### src/chce_pkg.sv
`timescale 1ns / 1ps
// Shared types and constants for the canonical Huffman encoder.
// Depends on nothing; every other file imports it.
package chce_pkg;

   // Sizes of the code table and the fields
   localparam int SYMBOL_COUNT = 256;
   localparam int MAX_CODE_LEN = 16;
   localparam int SYM_W        = 8;
   localparam int LEN_W        = 5;
   localparam int BYTE_W       = 8;
   localparam int CODE_W       = MAX_CODE_LEN;
   localparam int NEXT_W       = CODE_W + 1;
   localparam int MAP_W        = LEN_W + CODE_W;
   localparam int MAP_AW       = $clog2(SYMBOL_COUNT);
   localparam int CNT_W        = $clog2(SYMBOL_COUNT + 1);
   localparam int REM_W        = $clog2(BYTE_W);
   localparam int PACK_W       = MAX_CODE_LEN + BYTE_W - 1;

   typedef enum logic [1:0] {
      CMD_CLEAR  = 2'd0,
      CMD_ADD    = 2'd1,
      CMD_ENCODE = 2'd2,
      CMD_FLUSH  = 2'd3
   } cmd_type;

   typedef enum logic [1:0] {
      ST_OK         = 2'd0,
      ST_NO_SYMBOL  = 2'd1,
      ST_BAD_LENGTH = 2'd2,
      ST_TABLE_FULL = 2'd3
   } status_type;

   // Item in the execute stage, seen by the table and the packer
   typedef struct packed {
      logic                 fire;
      cmd_type              cmd;
      logic [SYM_W-1:0]     symbol;
      logic [LEN_W-1:0]     code_length;
   } table_op_type;

   // Code table answer for the symbol in the execute stage
   typedef struct packed {
      logic                 hit;
      logic [LEN_W-1:0]     len;
      logic [CODE_W-1:0]    code;
   } lookup_type;

   // One result word
   typedef struct packed {
      logic [BYTE_W-1:0]    out_byte;
      logic                 byte_valid;
      logic                 last;
      status_type           status;
   } result_type;

endpackage

### src/chce_out_buffer.sv
`timescale 1ns / 1ps
// Two-entry result buffer between the execute stage and the rsp channel.
// Uses chce_pkg.
module chce_out_buffer (
   input  logic                  clock,
   input  logic                  reset,
   input  logic                  push,
   input  logic                  push_two,
   input  chce_pkg::result_type  res0,
   input  chce_pkg::result_type  res1,
   output logic                  space,
   output logic                  rsp_valid,
   input  logic                  rsp_stall,
   output chce_pkg::result_type  head
);
   import chce_pkg::*;

   result_type slot0_ff, slot1_ff;
   logic [1:0] count_ff, count_in;
   logic       pop;

   assign rsp_valid = count_ff != 2'd0;
   assign pop       = rsp_valid && !rsp_stall;
   // room for two words once this cycle's pop is done
   assign space     = count_ff == 2'd0 || (count_ff == 2'd1 && !rsp_stall);
   assign head      = slot0_ff;

   always_comb begin
      count_in = count_ff;
      if (push) begin
         count_in = push_two ? 2'd2 : 2'd1;
      end else if (pop) begin
         count_in = count_ff - 2'd1;
      end
   end

   always_ff @(posedge clock) begin
      if (reset) begin
         count_ff <= 2'd0;
      end else begin
         count_ff <= count_in;
      end
   end

   // Payload slots
   always_ff @(posedge clock) begin
      if (push) begin
         slot0_ff <= res0;
         slot1_ff <= res1;
      end else if (pop) begin
         slot0_ff <= slot1_ff;
      end
   end

endmodule

### config.mk
export PLATFORM = sky130hd
export DESIGN_NAME = chce_out_buffer
export DESIGN_NICKNAME = d
export VERILOG_FILES = /design/src/chce_pkg.sv /design/src/chce_out_buffer.sv
export SDC_FILE = /design/constraint.sdc
export NUM_CORES = 1
export LEC_CHECK = 0
export ABC_AREA = 1
export BUFFER_PORTS_ARGS = -buffer_cell sky130_fd_sc_hd__buf_2
export CAP_MARGIN = 20
export CORE_MARGIN = 2
export CORE_UTILIZATION = 40
export CTS_BUF_LIST = sky130_fd_sc_hd__clkbuf_2 sky130_fd_sc_hd__clkbuf_4 sky130_fd_sc_hd__clkbuf_8
export DETAILED_ROUTE_END_ITERATION = 10
export GPL_ROUTABILITY_DRIVEN = 1
export GPL_TIMING_DRIVEN = 0
export PLACE_DENSITY = 0.72
export SYNTH_ARGS = -nofsm -noshare
export SYNTH_HDL_FRONTEND = slang
export SYNTH_SLANG_ARGS = --single-unit
### constraint.sdc
create_clock -name clock -period 1.3 [get_ports clock]
set_clock_uncertainty 0.05 [all_clocks]
set_input_delay 0.13 -clock clock [delete_from_list [all_inputs] [get_ports clock]]
set_output_delay 0.13 -clock clock [all_outputs]
set_load 0.01 [all_outputs]
==> key figures <==
Global routing
  • GR Util met1: between 10% and 20%
  • Largest net degree at the start of global routing: 20
  • Met3 usage: between 3 and 4%
  • Overall routing resource usage: between 15 and 20%
  • Met2 GRT Util: 27.51%
  • Initial antenna violation count: 0
  • First-pass GRT wire length: slightly above 3 mm
  • Vias in the first global route: around 790
  • GR Overflow Total: 0
  • Top Usage Layer GRT: met2

Layout
  • Finished Core Util: between 60 and 70%
  • ANT cells: 0
  • Final #Nets: roughly 180
  • Area grow syn2layout: 46.08%
  • Finished layout cell area: 1491 um2
  • Ratio of cells with drive above 1 in the final layout: slightly below 40%

Synthesis
  • Xor/xnor share of the synthesized area: 0%
  • Most frequent cell after synthesis: nand2_1
  • Mean Syn Cell Area: 11.74 um2
  • Mapped Cells: 87
  • Synth Warn #: 0
  • Combinational family with the most area after synthesis: simple AND/OR/NAND/NOR gates
  • Complex-gate fraction of the synthesized area: under 10%
  • Largest area contributor in the netlist: edfxtp_1
  • FF+latch count, synth: 26
  • Main flop type after synthesis: edfxtp_1
  • Post-synth EDFFs: 24
  • Post-synth top area share: between 70% and 80%
  • Synth Area in Simple Gates: around 18%
  • Mapped Area: 1021 um2
  • Syn_nets: ~120
  • Commonest cells in the synthesized netlist: nand2_1 (45), edfxtp_1 (24), inv_1 (5)
  • Synth top area cells: edfxtp_1 (71%), nand2_1 (17%), dfxtp_1 (3.9%), ha_1 (2.5%), inv_1 (1.8%)
  • Mux contribution to synthesized area: 0%
  • Post-synthesis adder-cell area fraction: 2.451%
  • Distinct cells, synth: 11
  • Async set or reset register ratio after synthesis: 0%
  • Seq/Total Area, Yosys: between 70% and 80%

Floorplanning
  • Die Ht: between 50 and 60 um
  • Initial Util: between 40% and 50%
  • FP Rows: 18
  • Die X: approximately 55 um
  • IO Pins: 43
  • Die Area: roughly 3000 um2
  • Placeable Area: between 2000 and 2500 um2

Min path
  • Hold Path Class: in -> reg
  • HP Start: res0[0]
  • Hold path depth: 3
  • Worst Hold Path EP: head[0]

Route
  • DR vias: 773
  • Via density: 4.318
  • DRC viols: 0
  • DRT Pass-1 Iters: 4
  • Post-DR wirelength/cell: ~11 um
  • Antenna viol nets, final: 0
  • Routed wire length: 1.913 mm
  • 1st-iter DRT viols: 13

Clocking
  • TritonCTS Buffers: 3
  • H-tree depth: 1
  • Worst-path clk slew: 0.13 ns
  • Clk_lat worst skew: approximately 0.32 ns
  • Root Buffer: clkbuf_4
  • Clk sink count: 26
  • Max Root-Sink Buffers: 2
  • CTS tree: built

Setup path
  • CP Max Fanout: 3
  • Worst reg2reg setup slack: 0.06 ns
  • Crit-path slowest cell: dfxtp_2
  • Critical Path AT: 1.14 ns
  • Worst Setup Start Kind: register
  • Critical Path Max Stage Delay: between 0.3 and 0.4 ns
  • Crit path cell chain: inv_2, ha_4, inv_4, nand2_1, buf_2
  • Start of the worst register-to-register path: count_ff[0]
  • R2R Path End: head[7]
  • WS Path Type: reg -> out
  • Critical path data required time: 1.12 ns
  • Reg2Reg Depth: 4
  • Crit. End Element: output port

Power
  • Cell area power density: 1108 nW/um2
  • Peak supply drop: 883.8 uV
  • Total power: roughly 1700 uW
  • Lkg Pwr: about 0.0007 uW

Placed design
  • Placed Area: ~1300 um2
  • GPL Wtd Cong: around 0.67
  • DP HPWL: between 1 and 1.5 mm
  • Port Buffer Count: between 40 and 50

Timing
  • Hold Slack: approximately 0.022 ns
  • Hold Fails Final Rpt: 0
  • Fin worst setup slack: -0.02474 ns
  • Unrepaired setup endpoints after global routing: true
  • FMAX: between 700 and 800 MHz
  • Post-route clock period utilization: 101.9%
  • Final Slew Violations: 0
  • Worst-margin pin slew: between 0.3 and 0.4 ns
  • Minimum clock period: ~1.3 ns
  • Setup TNS: -0.02474 ns
  • Final setup vio count: 1
  • Max-Slew Margin vs Limit: 75.47%

Run
  • Max-cap violations: 0

Run status
  • Failing checks: setup timing
  • Status: finished with violations
-- worst max-delay path by stage --
stage | cells after the start | end | from
after floorplan | 3 | head[0] | count_ff[0]
after global placement | 3 | head[8] | count_ff[0]
after detailed placement | 3 | head[10] | count_ff[0]
after CTS | 5 | space | count_ff[0]
after global routing | 5 | space | count_ff[0]
final | 5 | space | count_ff[0]
-- power by group --
group	internal (uW)	total, uW	switching [uW]
sequential	1000	1020	19.0
combinational	148	292	144
clock	113	340	228
-- stage by stage --
| stage | setup slack (ns) | std cells |
|---|---|---|
| floorplan | 0.03088 | 87 |
| global placement | -0.05054 | 159 |
| detailed placement | -0.08420 | 159 |
| CTS | -0.02764 | 178 |
| global route | -0.07518 | 179 |
| finish | -0.02474 | 179 |
-- sequential cells by signal, indices dropped and copies added (netlist names) --
signal / flops
head: 12
slot1_ff: 12
count_ff: 2
-- cell type report --
cell class                      count  area, um2
Fill cell                         202      963.4
Sequential cell                    26      763.2
Timing Repair Buffer               58      381.6
Multi-Input combinational cell     53      247.7
Tap cell                           30      37.54
Inverter                            6      25.02
Clock buffer                        3      22.52
Buffer                              2      10.01
Clock inverter                      1      3.754
-- layout by cell type (no fill, tap or decap), types with 2 or more instances in the layout --
cell,instances
a21oi_1,2
buf_2,43
buf_4,2
clkbuf_4,3
dfxtp_2,2
dlygate4sd3_1,13
edfxtp_1,24
inv_1,2
inv_2,3
nand2_1,45
nand3_1,2
-- kinds of logic after synthesis --
family / after synthesis
fa+ha+maj: 2
buf+inv: 8
flops: 26
simple gates: 47
compound gates: 4
-- critical path, delay by kind of cell (launching register included) --
| family | cells | cell delay (ns) |
|---|---|---|
| fa+ha+maj | 1 | 0.17 |
| buf+inv | 3 | 0.25 |
| flops | 1 | 0.37 |
| simple gates | 1 | 0.04 |
-- per-layer routing --
metal,up-vias,wire length [um]
met1,338,715
li1,408,-
met4,0,44
met5,-,0
met3,5,80
met2,22,1071
-- repair_timing --
action                     in CTS  in global routing
setup buffers                   2                  1
hold buffers                   13                  0
pin swaps                       2                  2
resized for setup               6                  2
setup endpoints to repair      16                  2
hold endpoints to repair       14                  0
Power figures use the tool's default switching activity.
