File: src/chce_pkg.sv
`timescale 1ns / 1ps
// Shared types and constants for the canonical Huffman encoder.
// Depends on nothing; every other file imports it.
package chce_pkg;

   // Sizes of the code table and the fields
   localparam int SYMBOL_COUNT = 256;
   localparam int MAX_CODE_LEN = 16;
   localparam int SYM_W        = 8;
   localparam int LEN_W        = 5;
   localparam int BYTE_W       = 8;
   localparam int CODE_W       = MAX_CODE_LEN;
   localparam int NEXT_W       = CODE_W + 1;
   localparam int MAP_W        = LEN_W + CODE_W;
   localparam int MAP_AW       = $clog2(SYMBOL_COUNT);
   localparam int CNT_W        = $clog2(SYMBOL_COUNT + 1);
   localparam int REM_W        = $clog2(BYTE_W);
   localparam int PACK_W       = MAX_CODE_LEN + BYTE_W - 1;

   typedef enum logic [1:0] {
      CMD_CLEAR  = 2'd0,
      CMD_ADD    = 2'd1,
      CMD_ENCODE = 2'd2,
      CMD_FLUSH  = 2'd3
   } cmd_type;

   typedef enum logic [1:0] {
      ST_OK         = 2'd0,
      ST_NO_SYMBOL  = 2'd1,
      ST_BAD_LENGTH = 2'd2,
      ST_TABLE_FULL = 2'd3
   } status_type;

   // Item in the execute stage, seen by the table and the packer
   typedef struct packed {
      logic                 fire;
      cmd_type              cmd;
      logic [SYM_W-1:0]     symbol;
      logic [LEN_W-1:0]     code_length;
   } table_op_type;

   // Code table answer for the symbol in the execute stage
   typedef struct packed {
      logic                 hit;
      logic [LEN_W-1:0]     len;
      logic [CODE_W-1:0]    code;
   } lookup_type;

   // One result word
   typedef struct packed {
      logic [BYTE_W-1:0]    out_byte;
      logic                 byte_valid;
      logic                 last;
      status_type           status;
   } result_type;

endpackage

File: src/chce_bit_packer.sv
`timescale 1ns / 1ps
// Bit packer: appends codes MSB first, cuts full bytes, pads on flush,
// and forms the result words of every command. Uses chce_pkg.
module chce_bit_packer (
   input  logic                    clock,
   input  logic                    reset,
   input  chce_pkg::table_op_type  op,
   input  chce_pkg::status_type    add_status,
   input  chce_pkg::lookup_type    lookup,
   output chce_pkg::result_type    res0,
   output chce_pkg::result_type    res1,
   output logic                    two
);
   import chce_pkg::*;

   // Leftover bits, always fewer than a byte
   logic [BYTE_W-2:0] bits_ff, bits_in;
   logic [REM_W-1:0]  cnt_ff, cnt_in;
   logic [PACK_W-1:0] pack_word;
   logic [LEN_W-1:0]  total;
   logic [BYTE_W-1:0] byte_a, byte_b, flush_byte;
   logic [BYTE_W-2:0] keep_mask;

   assign pack_word  = (PACK_W'(bits_ff) << lookup.len) | PACK_W'(lookup.code);
   assign total      = LEN_W'(cnt_ff) + lookup.len;
   assign byte_a     = BYTE_W'(pack_word >> (total - LEN_W'(BYTE_W)));
   assign byte_b     = BYTE_W'(pack_word >> (total - LEN_W'(2 * BYTE_W)));
   assign flush_byte = {1'b0, bits_ff} << ((REM_W + 1)'(BYTE_W) - {1'b0, cnt_ff});

   always_comb begin
      res0      = '{out_byte: '0, byte_valid: 1'b0, last: 1'b1, status: ST_OK};
      res1      = res0;
      two       = 1'b0;
      cnt_in    = cnt_ff;
      bits_in   = bits_ff;
      keep_mask = '0;
      case (op.cmd)
         CMD_ADD: begin
            res0.status = add_status;
         end
         CMD_ENCODE: begin
            if (!lookup.hit) begin
               res0.status = ST_NO_SYMBOL;
            end else begin
               if (total >= LEN_W'(2 * BYTE_W)) begin
                  res0   = '{out_byte: byte_a, byte_valid: 1'b1, last: 1'b0, status: ST_OK};
                  res1   = '{out_byte: byte_b, byte_valid: 1'b1, last: 1'b1, status: ST_OK};
                  two    = 1'b1;
                  cnt_in = REM_W'(total - LEN_W'(2 * BYTE_W));
               end else if (total >= LEN_W'(BYTE_W)) begin
                  res0   = '{out_byte: byte_a, byte_valid: 1'b1, last: 1'b1, status: ST_OK};
                  cnt_in = REM_W'(total - LEN_W'(BYTE_W));
               end else begin
                  cnt_in = REM_W'(total);
               end
               // keep only the bits not yet emitted
               keep_mask = ~({(BYTE_W - 1){1'b1}} << cnt_in);
               bits_in   = pack_word[BYTE_W-2:0] & keep_mask;
            end
         end
         CMD_FLUSH: begin
            if (cnt_ff != '0) begin
               res0 = '{out_byte: flush_byte, byte_valid: 1'b1, last: 1'b1, status: ST_OK};
            end
            cnt_in  = '0;
            bits_in = '0;
         end
         default: ;
      endcase
   end

   always_ff @(posedge clock) begin
      if (reset) begin
         bits_ff <= '0;
         cnt_ff  <= '0;
      end else if (op.fire) begin
         bits_ff <= bits_in;
         cnt_ff  <= cnt_in;
      end
   end

endmodule

File: config.mk
export PLATFORM = sky130hd
export DESIGN_NAME = chce_bit_packer
export DESIGN_NICKNAME = d
export VERILOG_FILES = /design/src/chce_pkg.sv /design/src/chce_bit_packer.sv
export SDC_FILE = /design/constraint.sdc
export NUM_CORES = 1
export LEC_CHECK = 0
export BUFFER_PORTS_ARGS = -buffer_cell sky130_fd_sc_hd__buf_2
export CAP_MARGIN = 10
export CORE_MARGIN = 2
export CORE_UTILIZATION = 51
export DETAILED_ROUTE_END_ITERATION = 10
export PLACE_DENSITY = 0.82
export SYNTH_ARGS = -nofsm -noshare
export SYNTH_HDL_FRONTEND = slang
export SYNTH_SLANG_ARGS = --single-unit
File: constraint.sdc
create_clock -name clock -period 4.6 [get_ports clock]
set_input_delay 0.92 -clock clock [delete_from_list [all_inputs] [get_ports clock]]
set_output_delay 0.92 -clock clock [all_outputs]
set_load 0.02 [all_outputs]
==> flow_metrics.tcl, run 1 <==
set metrics [dict create \
    overflow 0 \
    grt_pass1_wl_microns 16980 \
    grt_pass1_vias 3447 \
    num_rows 27 \
    drt_iter0_drc 341 \
    synth-async-reset-ratio_pct 0 \
    timing.max_cap.violations 0 \
    ys_types 73 \
    crit_arrival_ns 3.61 \
    start_util_pct 53.58 \
    status "finished clean" \
    die_y_microns 80.53 \
    r2r-start "cnt_ff[0]" \
    cts_tree "built" \
    cts_buffer_depth 2 \
    endpoint_kind "primary output" \
    h-tree-depth 1 \
    first_pass_iters 5 \
    rsz0062_at_grt "yes" \
    ant_nets 0 \
    synth_top_area_share_pct 7.206 \
    core_area_sq_um 5574 \
    detail_route.vias_per_cell 6.889 \
    ys.flop_type "dfxtp_1" \
    worst_hold_slack_ns 0.5368 \
    cts_buffers 3 \
    worst-path-max-fanout 8 \
    setup_violations 0 \
    required_ns 3.68 \
    ys_seq_area_share_pct 6.703 \
    synth_top_cell_by_area "a21oi_1" \
    synthTopCellsByCount "43 x a21oi_1, 36 x nand2_1, 30 x nor2_1, 26 x clkbuf_1, 23 x o21ai_0" \
    worstSkewPairLatency_ns 0.23 \
    final_nets 544 \
    peakVddDrop_mv 0.1236 \
    grt_max_degree 38 \
    track_usage_pct 33.73 \
    drv_slew 0 \
    syn2layout_area_growth_pct 23.42 \
    cts_num_sinks 10 \
    path_class "input pin to primary output" \
    synth_area_sq_um 2987 \
    syn_inst 426 \
    p_leak_nw 1.523 \
    cts_root_buffer "clkbuf_8" \
    die_area_sq_um 6484 \
    min_from "bits_ff[6]" \
    fmax_mhz 220.7 \
    min_period_ns 4.531 \
    antenna_found_initial 0 \
    synth_edf_count 0 \
    worstSetupStartpointType "input pin" \
    fin_worst_skew_ns 0.001314 \
    vias 3865 \
    p_per_area_nw_per_um2 158.3 \
    hold_violations 0 \
    dp_hpwl_microns 8687 \
    path_cells "buf_2 > buf_6 > mux2_2 > mux4_2 > a21o_1 > mux4_2 > a2bb2oi_1 > a221o_1 > buf_2" \
    finalPower_mw 0.5835 \
    maxSlewHeadroom_pct 53.73 \
    slowest_delay_ns 0.55 \
    tightest_slew_ns 0.6868 \
    port_buffers 50 \
    yosys-top-cells-area "a21oi_1 7.2%, mux4_2 6.8%, dfxtp_1 6.7%" \
    synthMostInstantiatedCell "a21oi_1" \
    drcViolationCount 0 \
    clkSlewWorstSetupHoldPaths_ns 0.04 \
    critPathSlowestCell "mux4_2" \
    routedWlPerCell_microns 19.81 \
    synth.avg_cell_area_sq_um 7.011 \
    ios 67 \
    hold_class "register to register" \
    min_period_over_period_pct 98.51 \
    synth_seq_cells 10 \
    drive_above_1_share_pct 30.27 \
    crit_start "lookup[16]" \
    dieWidth_microns 80.53 \
    ys_warn_count 0 \
    finalWeightedCongestion 1.037 \
    postCtsSetupRepairBufs 0 \
    diodes 0 \
    wirelength_microns 11120 \
]
[worst max-delay path: cells and delay by family]
family | cells | cell delay (ns)
compound gates | 3 | 0.76
mux | 3 | 1.45
buf+inv | 3 | 0.47
[routing by layer]
metal | vias up | track usage (%) | share of wire (%)
met2 | 289 | 56.83 | 46
met1 | 1757 | 44.98 | 41
met3 | 40 | 2.809 | 9.3
met5 | - | 0 | 0
li1 | 1779 | - | -
met4 | 0 | 11.69 | 3.6
[cells by family (layout without fill, tap and decap cells)]
family,count (synthesis),after routing,synth area share [%]
AO/OA/AOI/OAI,176,176,40.85
XOR/XNOR,4,4,1.173
adder cells (fa/ha/maj),11,11,4.860
buffers and inverters,58,120,8.211
flip-flops,10,10,6.703
multiplexers,32,32,15.84
other,2,3,0.2515
AND/OR/NAND/NOR,133,133,22.12
[repair_timing]
action                                  CTS  global route
endpoints found under the setup margin    2            10
resized for setup                         1            19
hold buffers                              0             0
endpoints found under the hold margin     0             0
[per-stage QoR]
| stage | setup slack, ns | TNS [ns] | area, sq um | std cells | utilization [%] |
|---|---|---|---|---|---|
| final | 0.06855 | 0 | 3686 | 561 | 66.13 |
| after floorplan | 0.01598 | 0 | 2992 | 427 | - |
| after CTS | 0.004840 | 0 | 3596 | 561 | 64.51 |
| after global placement | 0.02221 | 0 | 3553 | 558 | 63.75 |
| after global routing | -0.02701 | -0.04284 | 3686 | 561 | 66.13 |
| after detailed placement | -0.1003 | -0.1293 | 3553 | 558 | 63.75 |
[flip-flops by register name, indices dropped and copies added, names as in the netlist]
name     cells
bits_ff      7
cnt_ff       3
[cells in the final DEF, fill, tap and decap left out, types with 3 or more instances in the layout]
master,instances
nand2_1,36
a22o_1,5
o22ai_1,5
ha_1,9
nor2b_1,6
a211o_1,3
nor4_1,4
mux4_2,9
a2bb2oi_1,3
a21o_1,6
o2111ai_1,5
a22oi_1,3
a32o_1,4
nor2_1,30
o211ai_1,16
or3_1,4
a211oi_1,11
nand2b_1,5
nor3_1,8
buf_2,49
and3_1,4
o32ai_1,3
clkbuf_8,3
nand3_1,15
mux2i_1,9
o21ai_0,22
and2_1,4
a41oi_1,3
mux2_2,11
a21oi_1,41
inv_1,14
buf_4,48
a221o_1,4
o31ai_1,3
a31oi_1,7
conb_1,3
dfxtp_1,10
o21a_1,5
[layout make-up]
cell class	count	area, sq um
flip-flops and latches	10	200.2
multi-input cells	359	2643
clock buffers	3	41.29
fillers	493	1888
inverters	17	63.81
repair buffers	100	648.1
well taps	72	90.09
[path summary, 6_finish.rpt]
path,depth (start not counted),end,slack [ns]
setup / recovery,9,res0[8],0.07
hold reg to reg,2,bits_ff[6],0.54
setup reg to reg,8,bits_ff[4],1.95
hold / removal,2,bits_ff[6],0.54
[power by group]
group | internal [mW] | switching [mW] | leakage [nW]
clock network | 0.0570 | 0.0310 | 0.0216
logic | 0.162 | 0.240 | 1.42
registers | 0.0894 | 0.00391 | 0.0809
Power figures use the tool's default switching activity.
==> run 2: changes to the inputs <==
- CELL_PAD_IN_SITES_DETAIL_PLACEMENT: default -> 1
- CELL_PAD_IN_SITES_GLOBAL_PLACEMENT: default -> 1
- CORE_UTILIZATION: 51 -> 36
- MAX_ROUTING_LAYER: default -> met4
==> flow_metrics.tcl, run 2 (same netlist as run 1, synthesis figures left out) <==
set metrics [dict create \
    status "finished clean" \
    crit_arrival_ns 3.62 \
    final_cells 601 \
    die_y_microns 95.09 \
    peakVddDrop_mv 0.09198 \
    overflow 0 \
    critPathTopFamily "multiplexers" \
    final_cell_mix "59 x buf_4, 46 x buf_2, 41 x a21oi_1, 36 x nand2_1, 29 x nor2_1" \
    dp_hpwl_microns 10350 \
    p_per_area_nw_per_um2 162.8 \
    vias 3868 \
    cts_root_buffer "clkbuf_8" \
    detail_route.vias_per_cell 6.436 \
    core_area_sq_um 8134 \
    antenna_found_initial 0 \
    p_leak_nw 1.560 \
    endpoint_kind "primary output" \
    min_from "cnt_ff[2]" \
    ios 67 \
    max_flop_register "bits_ff" \
    ant_nets 0 \
    dp_cells 593 \
    path_cells "buf_2 > buf_12 > mux2_2 > mux4_2 > a21o_1 > mux4_2 > nor2_1 > o21ai_0 > a32o_1 > buf_2" \
    reg2reg_depth 8 \
    tightest_slew_ns 0.7577 \
    min_period_ns 4.538 \
    critPathSlowestCell "mux4_2" \
    port_buffers 50 \
    fin_worst_skew_ns 0.002545 \
    diodes 0 \
    worstSetupStartpointType "input pin" \
    slowest_delay_ns 0.56 \
    grt_max_degree 33 \
    fillers 1042 \
    track_usage_pct 29.75 \
    hold_class "register to register" \
    r2r-start "cnt_ff[0]" \
    final_nets 550 \
    cts_tree "built" \
    path_class "input pin to primary output" \
    setup_violations 0 \
    grt_pass1_wl_microns 20470 \
    drt_iter0_drc 271 \
    finalWeightedCongestion 0.9858 \
    cts_buffer_depth 2 \
    dieWidth_microns 95.09 \
    wirelength_microns 13040 \
    h-tree-depth 1 \
    maxSlewHeadroom_pct 48.95 \
    drcViolationCount 0 \
    reg.largest.list "bits_ff (7), cnt_ff (3)" \
    drive_above_1_share_pct 32.86 \
    crit_buf_inv 3 \
    clkSlewWorstSetupHoldPaths_ns 0.04 \
    largest_reg_flops 7 \
    final_util_pct 47.30 \
    crit_start "lookup[16]" \
    drv_slew 0 \
    whs_path_depth 2 \
    required_ns 3.68 \
    start_util_pct 36.72 \
    cts_num_sinks 10 \
    worst-path-max-fanout 14 \
    syn2layout_area_growth_pct 28.82 \
    routedWlPerCell_microns 21.69 \
    r2r_slack_ns 1.93 \
    die_area_sq_um 9041 \
    timing.rr.end "bits_ff[4]" \
    num_rows 33 \
    fmax_mhz 220.3 \
    min_period_over_period_pct 98.66 \
    worstSkewPairLatency_ns 0.23 \
    hold-path-endpoint "cnt_ff[2]" \
    timing.max_cap.violations 0 \
    hold_violations 0 \
    cts_buffers 3 \
    grt_pass1_vias 3954 \
    mostFrequentLayoutCell "buf_4" \
    first_pass_iters 5 \
]
==> run 2: how the worst max path moves through the flow <==
| stage | cells after the start | to | slack, ns |
|---|---|---|---|
| after floorplan | 8 | res1[6] | 0.02 |
| after global placement | 14 | res0[8] | -0.02 |
| after detailed placement | 14 | res0[8] | -0.13 |
| after CTS | 11 | res0[7] | -0.05 |
| after global routing | 14 | res0[6] | -0.04 |
| final | 10 | res0[10] | 0.06 |
==> run 2: metal layers <==
| layer | vias to the layer above | GRT usage (%) | routed length, microns |
|---|---|---|---|
| li1 | 1793 | - | - |
| met3 | 37 | 2.134 | 552 |
| met1 | 1870 | 38.77 | 5761 |
| met2 | 168 | 49.24 | 6269 |
| met5 | - | - | 0 |
| met4 | 0 | 9.300 | 455 |
==> run 2: what timing repair did <==
item                       in CTS  in global routing
setup endpoints to repair       5                 12
pin swaps                       0                  8
resized for setup               5                 27
setup buffers                   0                  4
hold buffers                    0                  0
==> run 2: cell type report <==
cell class | count | area, sq um | area share (%)
multi-input combinational | 359 | 2704 | 70.28
sequential | 10 | 200.2 | 5.203
tap | 105 | 131.4 | 3.415
inverter | 17 | 63.81 | 1.659
clock buffer | 4 | 55.05 | 1.431
timing repair buffer | 106 | 693.2 | 18.02
==> run 2: stage by stage <==
step / worst slack [ns] / power (mW) / hold WS [ns] / area, sq um / TNS (ns)
global route: -0.04194 / 0.6705 / 0.6230 / 3847 / -0.08748
finish: 0.06172 / 0.6265 / 0.5766 / 3847 / 0
CTS: -0.05053 / 0.5971 / 0.5754 / 3684 / -0.05053
floorplan: 0.01598 / 0.3470 / 0.4614 / 2992 / 0
detailed placement: -0.1258 / 0.4859 / 0.5323 / 3610 / -0.4057
global placement: -0.02315 / 0.4720 / 0.5017 / 3610 / -0.02315
==> run 2: worst reg2reg max path: cells and delay by family, from the launching register on <==
| family | cells | cell delay (ns) |
|---|---|---|
| AO/OA/AOI/OAI | 1 | 0.14 |
| XOR/XNOR | 1 | 0.17 |
| flip-flops | 1 | 0.33 |
| AND/OR/NAND/NOR | 2 | 0.94 |
| adder cells (fa/ha/maj) | 2 | 0.65 |
| buffers and inverters | 2 | 0.38 |
==> run 2: power breakdown <==
part           leakage, nW  internal [mW]  switching (mW)
Sequential          0.0809         0.0894         0.00445
Combinational         1.45          0.169           0.257
Clock               0.0288         0.0750          0.0320
